<file path="src/design/bsws_pkg.sv">
// Shared constants, codes, types and helpers for the bounded stack with search.
package bsws_pkg;

  // Stack depth and derived widths
  localparam int DEPTH = 8;
  localparam int IDX_W = (DEPTH > 1) ? $clog2(DEPTH) : 1;
  localparam int CNT_W = $clog2(DEPTH + 1);
  localparam int WORD_W = 32;
  localparam int POS_W = 3;
  localparam int OP_W = 2;
  localparam int ST_W = 2;
  localparam int OUT_DATA_W = ((WORD_W + POS_W + 7) / 8) * 8;

  // Opcodes
  localparam logic [OP_W-1:0] OP_PUSH = 2'd0;
  localparam logic [OP_W-1:0] OP_POP = 2'd1;
  localparam logic [OP_W-1:0] OP_SEARCH = 2'd2;
  localparam logic [OP_W-1:0] OP_DUMP = 2'd3;

  // Result status codes
  localparam logic [ST_W-1:0] ST_OK = 2'd0;
  localparam logic [ST_W-1:0] ST_FULL = 2'd1;
  localparam logic [ST_W-1:0] ST_EMPTY = 2'd2;
  localparam logic [ST_W-1:0] ST_NOT_FOUND = 2'd3;

  // Request to the entry memory
  typedef struct packed {
    logic              we;
    logic [IDX_W-1:0]  waddr;
    logic [WORD_W-1:0] wdata;
    logic              re;
    logic [IDX_W-1:0]  raddr;
  } ram_req_t;

  // Map a stack index onto the 3-bit position field
  function automatic logic [POS_W-1:0] to_pos(input logic [IDX_W-1:0] idx);
    logic [IDX_W+POS_W-1:0] ext;
    ext = {{POS_W{1'b0}}, idx};
    return ext[POS_W-1:0];
  endfunction

endpackage

</file>
<file path="src/design/bsws_ram.sv">
// Entry memory of the stack: one write port, one registered read port.
module bsws_ram (
  input  logic                      clk,
  input  bsws_pkg::ram_req_t        req,
  output logic [bsws_pkg::WORD_W-1:0] rdata
);
  import bsws_pkg::*;

  logic [WORD_W-1:0] mem [DEPTH];

  // Write the pushed word
  always_ff @(posedge clk) begin
    if (req.we) begin
      mem[req.waddr] <= req.wdata;
    end
  end

  // Read one entry, hold the data between reads
  always_ff @(posedge clk) begin
    if (req.re) begin
      rdata <= mem[req.raddr];
    end
  end

endmodule

</file>
<file path="src/design/bounded_stack_with_search.sv">
// Top level: bounded LIFO stack with top-down linear search and full dump.
// A request is taken in S_IDLE and handled in S_EXEC, where push and the empty cases give their result;
// pop, search and dump read the top entry and reply from S_SCAN, dump with one result a cycle unless stalled.
// One request at a time: s_tready is high only in S_IDLE; search and dump are paced by the
// single read port, plus output stalls.
// Synchronous active-high reset empties the stack; entry contents are not cleared.
module bounded_stack_with_search (
  input  logic                                clk,
  input  logic                                rst,
  input  logic                                s_tvalid,
  output logic                                s_tready,
  input  logic [bsws_pkg::WORD_W-1:0]         s_tdata,  // [31:0] operand
  input  logic [bsws_pkg::OP_W-1:0]           s_tuser,  // [1:0] opcode
  output logic                                m_tvalid,
  input  logic                                m_tready,
  output logic [bsws_pkg::OUT_DATA_W-1:0]     m_tdata,  // [31:0] data_word, [34:32] position
  output logic [bsws_pkg::ST_W-1:0]           m_tuser,  // [1:0] status
  output logic                                m_tlast   // last result of the request
);
  import bsws_pkg::*;

  localparam logic [1:0] S_IDLE = 2'd0;
  localparam logic [1:0] S_EXEC = 2'd1;
  localparam logic [1:0] S_SCAN = 2'd2;

  logic [1:0]        state, state_next;
  logic [OP_W-1:0]   op;
  logic [WORD_W-1:0] operand;
  logic [CNT_W-1:0]  fill, fill_next;
  logic [IDX_W-1:0]  cursor, cursor_next;
  logic [CNT_W-1:0]  fill_m1;
  logic              empty, full, out_free, match;
  logic              emit;
  logic [ST_W-1:0]   emit_status;
  logic [WORD_W-1:0] emit_word;
  logic [POS_W-1:0]  emit_pos;
  logic              emit_last;
  logic [WORD_W-1:0] rdata;
  ram_req_t          ram_req;
  logic [WORD_W-1:0] out_word;
  logic [POS_W-1:0]  out_pos;

  bsws_ram u_ram (
    .clk   (clk),
    .req   (ram_req),
    .rdata (rdata)
  );

  assign s_tready = (state == S_IDLE);
  assign empty    = (fill == '0);
  assign full     = (fill == CNT_W'(DEPTH));
  assign fill_m1  = fill - CNT_W'(1);
  assign out_free = !m_tvalid || m_tready;
  // Single compare unit used by search, one entry per cycle
  assign match    = (rdata == operand);

  // Sequence one request
  always_comb begin
    state_next    = state;
    fill_next     = fill;
    cursor_next   = cursor;
    emit          = 1'b0;
    emit_status   = ST_OK;
    emit_word     = operand;
    emit_pos      = '0;
    emit_last     = 1'b1;
    ram_req       = '0;
    ram_req.waddr = fill[IDX_W-1:0];
    ram_req.wdata = operand;
    ram_req.raddr = fill_m1[IDX_W-1:0];
    case (state)
      S_IDLE: begin
        if (s_tvalid) begin
          state_next = S_EXEC;
        end
      end
      S_EXEC: begin
        if (op == OP_PUSH) begin
          if (out_free) begin
            emit = 1'b1;
            state_next = S_IDLE;
            if (full) begin
              emit_status = ST_FULL;
            end else begin
              emit_pos = to_pos(fill[IDX_W-1:0]);
              ram_req.we = 1'b1;
              fill_next = fill + CNT_W'(1);
            end
          end
        end else if (empty) begin
          if (out_free) begin
            emit = 1'b1;
            emit_status = ST_EMPTY;
            emit_word = (op == OP_SEARCH) ? operand : '0;
            state_next = S_IDLE;
          end
        end else begin
          // Prime the read of the top entry
          ram_req.re = 1'b1;
          cursor_next = fill_m1[IDX_W-1:0];
          state_next = S_SCAN;
        end
      end
      S_SCAN: begin
        ram_req.raddr = cursor - IDX_W'(1);
        case (op)
          OP_SEARCH: begin
            if (match || cursor == '0) begin
              if (out_free) begin
                emit = 1'b1;
                emit_status = match ? ST_OK : ST_NOT_FOUND;
                emit_pos = match ? to_pos(cursor) : '0;
                state_next = S_IDLE;
              end
            end else begin
              ram_req.re = 1'b1;
              cursor_next = cursor - IDX_W'(1);
            end
          end
          OP_DUMP: begin
            if (out_free) begin
              emit = 1'b1;
              emit_word = rdata;
              emit_pos = to_pos(cursor);
              emit_last = (cursor == '0);
              if (cursor == '0) begin
                state_next = S_IDLE;
              end else begin
                ram_req.re = 1'b1;
                cursor_next = cursor - IDX_W'(1);
              end
            end
          end
          default: begin
            // Pop: drop the top entry as it leaves
            if (out_free) begin
              emit = 1'b1;
              emit_word = rdata;
              emit_pos = to_pos(cursor);
              fill_next = CNT_W'(cursor);
              state_next = S_IDLE;
            end
          end
        endcase
      end
      default: begin
        state_next = S_IDLE;
      end
    endcase
  end

  // Control registers
  always_ff @(posedge clk) begin
    if (rst) begin
      state <= S_IDLE;
      fill <= '0;
    end else begin
      state <= state_next;
      fill <= fill_next;
    end
  end

  // Latch the request and advance the scan cursor
  always_ff @(posedge clk) begin
    if (s_tvalid && s_tready) begin
      op <= s_tuser;
      operand <= s_tdata;
    end
    cursor <= cursor_next;
  end

  // Output register
  always_ff @(posedge clk) begin
    if (rst) begin
      m_tvalid <= 1'b0;
    end else if (emit) begin
      m_tvalid <= 1'b1;
    end else if (m_tready) begin
      m_tvalid <= 1'b0;
    end
  end

  always_ff @(posedge clk) begin
    if (emit) begin
      m_tuser <= emit_status;
      out_word <= emit_word;
      out_pos <= emit_pos;
      m_tlast <= emit_last;
    end
  end

  assign m_tdata = {{(OUT_DATA_W - WORD_W - POS_W){1'b0}}, out_pos, out_word};

  // Stack never holds more than its depth
  assert property (@(posedge clk) disable iff (rst) fill <= CNT_W'(DEPTH))
    else $error("fill count beyond depth");

  // A waiting full-status result means the stack is still full
  assert property (@(posedge clk) disable iff (rst)
    (m_tvalid && m_tuser == ST_FULL) |-> full)
    else $error("full status while stack not full");

  // Only a dump gives a result that is not the last one, and it is ok
  assert property (@(posedge clk) disable iff (rst)
    (m_tvalid && !m_tlast) |-> (m_tuser == ST_OK && op == OP_DUMP))
    else $error("non-final result outside a dump");

  // A request moves straight into execution
  assert property (@(posedge clk) disable iff (rst)
    (s_tvalid && s_tready) |=> (state == S_EXEC && !s_tready))
    else $error("request not taken into execution");

endmodule
</file>
<file path="config.mk">
export PLATFORM = sky130hd
export DESIGN_NAME = bounded_stack_with_search
export DESIGN_NICKNAME = d
export VERILOG_FILES = /design/src/design/bsws_pkg.sv /design/src/design/bsws_ram.sv /design/src/design/bounded_stack_with_search.sv
export SDC_FILE = /design/constraint.sdc
export NUM_CORES = 1
export LEC_CHECK = 0
export BUFFER_PORTS_ARGS = -buffer_cell sky130_fd_sc_hd__buf_2
export CORE_MARGIN = 5
export CORE_UTILIZATION = 65
export DETAILED_ROUTE_END_ITERATION = 7
export PLACE_DENSITY = 0.84
export RECOVER_POWER = 25
export SLEW_MARGIN = 15
export SYNTH_ARGS = -nofsm -noshare
export SYNTH_HDL_FRONTEND = slang
export SYNTH_HIERARCHICAL = 1
export SYNTH_SLANG_ARGS = --single-unit
</file>
<file path="constraint.sdc">
create_clock -name clk -period 12.6 [get_ports clk]
set_input_delay 0 -clock clk [delete_from_list [all_inputs] [get_ports clk]]
set_output_delay 0 -clock clk [all_outputs]
set_load 0.02 [all_outputs]
</file>
==> flow_summary_export.csv <==
group,metric,value,unit
outcome,status,"complete, no violations",
place,port_buffers,77,
global_route,grt_pass1_vias,7596,
yosys,synthSimpleGateAreaFrac,2.66,%
cells_and_area,fin_nets,871,
die,die_y,160,um
detailed_routing,finalWirelength,30600,um
clock_tree,clock_latency,0.52,ns
sta,worstMarginPinSlew,1.02,ns
critical_path,critPathMaxStageDelay,0.68,ns
yosys,synth_compound_area_share,3.40,%
worst_hold_path,hp-class,"in2reg",
power_and_ir_drop,clock_power_share,38.5,%
yosys,ys_seq_area_share,75.8,%
yosys,synth_edf_count,363,
clock_tree,path_clk_slew,0.06,ns
clock_tree,cts-root-buf,"clkbuf_16",
power_and_ir_drop,net-switching-power,0.000605,W
place,gp_congestion,0.877,
detailed_routing,first_pass_iters,7,
global_route,grt_usage,24.1,%
cells_and_area,post-route-util,76.5,%
detailed_routing,route.met3.wl,2810,um
detailed_routing,vias,7328,
clock_tree,postCtsSetupRepairBufs,0,
die,num_io_pins,83,
power_and_ir_drop,sw_frac_of_total,21.9,%
sta,fin_worst_skew,0.0224,ns
global_route,antenna_found_initial,0,
die,start_util,66.3,%
critical_path,cp_top_family,"buffers and inverters",
power_and_ir_drop,p_leak,5.77,nW
yosys,ys_seq_elements,370,
flow_run,cap_violations,0,
sta,relSlewSlack,32.2,%
yosys,yosysWarnings,6,
power_and_ir_drop,powerDensity,164,nW/um^2
sta,min_period_over_period,34.1,%
detailed_routing,drc,0,
critical_path,critPathLaunchType,"register",
critical_path,worstSetupPathType,"reg2reg",
critical_path,worstPathCellList,"inv_1 > ha_1 > mux2i_4 > buf_6 > ha_1 > xnor2_2 > buf_4 > mux4_1 > mux2_2",
sta,setup_tns,0,ns
place,dp_slack,8.12,ns
cells_and_area,area_growth,15.4,%
sta,maxSlewViolCount,0,
cells_and_area,regArea,11000,um^2
yosys,synthFlopType,"edfxtp_1",
detailed_routing,highest_layer,"met4",
clock_tree,ctsResizeCount,0,
place,placed_cells,1032,
global_route,grt_pass1_wl,46100,um
cells_and_area,fin_cells,1130,
detailed_routing,ant_nets,0,
sta,finalCriticalPeriod,4.30,ns
detailed_routing,drt_iter0_drc,869,
yosys,synth_area,14600,um^2
detailed_routing,wl_met1,11200,um
yosys,synth.distinct_cells,45,
detailed_routing,wl_met2,15800,um
critical_path,required,12.86,ns
clock_tree,clock_sinks,370,
clock_tree,cts.path.max_buffers,3,
cells_and_area,multi_input_area,3370,um^2
clock_tree,cts_made_buffers,36,
cells_and_area,nFillCells,1090,
clock_tree,htreeDepth,2,
cells_and_area,diodes,0,
critical_path,critPathArrivalTime,4.55,ns
power_and_ir_drop,p_seq_share,52.4,%
die,chipWidth,160,um
sta,final_hold_viol_count,0,
detailed_routing,wl_per_cell,27.1,um
yosys,synth_top_family_by_area,"multiplexers",
critical_path,cp_num_buf_inv,3,
die,die_area,25500,um^2
power_and_ir_drop,pwr-share-comb,9.1,%
sta,fin_ws,8.30,ns
yosys,syn_avg_cell_area,21.0,um^2
yosys,yosys.area_share.adder,0.602,%
detailed_routing,viasPerCell,6.48,
die,core-area,22000,um^2
critical_path,critical_path.max_fanout,66,
sta,fmax,233,MHz
yosys,netlist_instances,694,
power_and_ir_drop,p_total,0.00276,W
power_and_ir_drop,internal-power,0.00215,W
yosys,muxShareOfSynthArea,13.8,%
cells_and_area,layout-drive-gt1-share,24.9,%
critical_path,worstSetupEndpointType,"register",
sta,setup_viol,0,
die,num_rows,54,
yosys,synthArstFlopShare,0,%
global_route,overflow,0,
global_route,grt_max_degree,67,
critical_path,crit_slowest_cell,"buf_4",
place,dp_hpwl,16000,um
clock_tree,cts_tree,"done",
yosys,synth_xor_area_share,1.99,%
power_and_ir_drop,ir_drop,0.141,mV
sta,rsz0062_at_grt,"false",
critical_path,crit_top_cell,"ha_1",
[worst register-to-register path, delay by kind of cell (launching register included)]
family     cells  cell delay [ns]
mux            3             1.13
fa+ha+maj      2             0.97
buf+inv        3             1.46
flops          1             0.36
xor+xnor       1             0.12
[final timing paths]
check / from / end / slack (ns) / cells past startpoint
setup reg to reg: state[0] / u_ram/rdata[7] / 8.30 / 9
hold / removal: s_tvalid / state[1] / 0.05 / 4
hold reg to reg: fill[3] / fill[3] / 0.51 / 2
setup / recovery: state[0] / u_ram/rdata[7] / 8.30 / 9
[cell type report]
| cell class | count | share of cell area [%] |
|---|---|---|
| clock buffers | 41 | 5.73 |
| clock inverters | 21 | 1.22 |
| inverters | 7 | 0.156 |
| well taps | 280 | 2.09 |
| flip-flops and latches | 370 | 65.7 |
| repair buffers | 127 | 5.07 |
| multi-input cells | 284 | 20.0 |
[state kept, by name, indices dropped and copies added (netlist names)]
name and count:
out_word 32, cursor 3, u_ram/mem 256, fill 4
state 2, m_tlast 1, m_tvalid 1, out_pos 3
operand 32, m_tuser 2, u_ram/rdata 32, op 2
[power groups by stage]
stage                     logic, W  clock network, W  registers, W
after floorplan           0.000167                 0       0.00147
after global placement    0.000229                 0       0.00147
after detailed placement  0.000237                 0       0.00147
after CTS                 0.000251           0.00108       0.00145
after global routing      0.000265           0.00114       0.00145
final                     0.000251           0.00106       0.00145
[Yosys cell counts, drive strengths merged (2+ instances only)]
library cell | n | area, um^2
edfxtp | 363 | 10900
mux4 | 64 | 1590
a22o | 35 | 307
mux2 | 33 | 372
xor2 | 32 | 280
buf | 25 | 180
nor2 | 16 | 62.6
nand2 | 13 | 48.8
clkbuf | 12 | 45.0
a21oi | 9 | 45.0
nand3 | 8 | 40.0
nor4 | 8 | 50.1
dfxtp | 7 | 140
ha | 7 | 87.6
inv | 7 | 26.3
nand2b | 5 | 31.3
nor2b | 5 | 31.3
o21ai | 5 | 25.0
a211oi | 4 | 30.0
mux2i | 4 | 40.0
nor3 | 4 | 20.0
a31oi | 3 | 18.8
and2 | 3 | 18.8
nand4 | 3 | 18.8
a21boi | 2 | 15.0
o211ai | 2 | 15.0
o22ai | 2 | 12.5
[metrics by stage]
| stage | hold slack, ns | area, um^2 |
|---|---|---|
| 2_1_floorplan | 0.0989 | 14600 |
| 3_3_place_gp | 0.176 | 15300 |
| 3_5_place_dp | 0.178 | 15300 |
| 4_1_cts | 0.0221 | 16800 |
| 5_1_grt | 0.0866 | 16800 |
| 6_report | 0.0518 | 16800 |
[metal layers]
metal | up-vias | GRT usage (%)
li1 | 3130 | -
met1 | 3671 | 31.9
met2 | 457 | 41.9
met3 | 70 | 4.36
met4 | 0 | 6.67
met5 | - | 0
[repair_timing]
action                                  CTS  global route
endpoints found under the hold margin    41             0
hold buffers                             36             0
endpoints found under the setup margin    0             0
[cells by family after synthesis]
logic type	count (synthesis)
flops	370
fa+ha+maj	7
mux	101
xor+xnor	33
simple gates	73
compound gates	65
buf+inv	44
other cells	1
[layout by cell type, fill, tap and decap left out, types with 6 or more instances in the layout]
cell type | Yosys | final
mux4_1 | 40 | 40
a21oi_1 | 9 | 9
buf_2 | 6 | 75
mux4_2 | 24 | 24
nor2_4 | 0 | 7
clkinv_1 | 0 | 11
nor4_1 | 8 | 8
mux2_2 | 33 | 33
xor2_1 | 32 | 32
nand3_1 | 8 | 8
clkbuf_16 | 0 | 38
ha_1 | 7 | 7
dlygate4sd3_1 | 0 | 36
nor2_1 | 15 | 7
a22o_1 | 35 | 35
inv_1 | 7 | 6
edfxtp_1 | 363 | 363
dfxtp_1 | 7 | 7
nand2_1 | 13 | 13
buf_4 | 7 | 13
No activity file was read; power rests on OpenSTA's default activity.
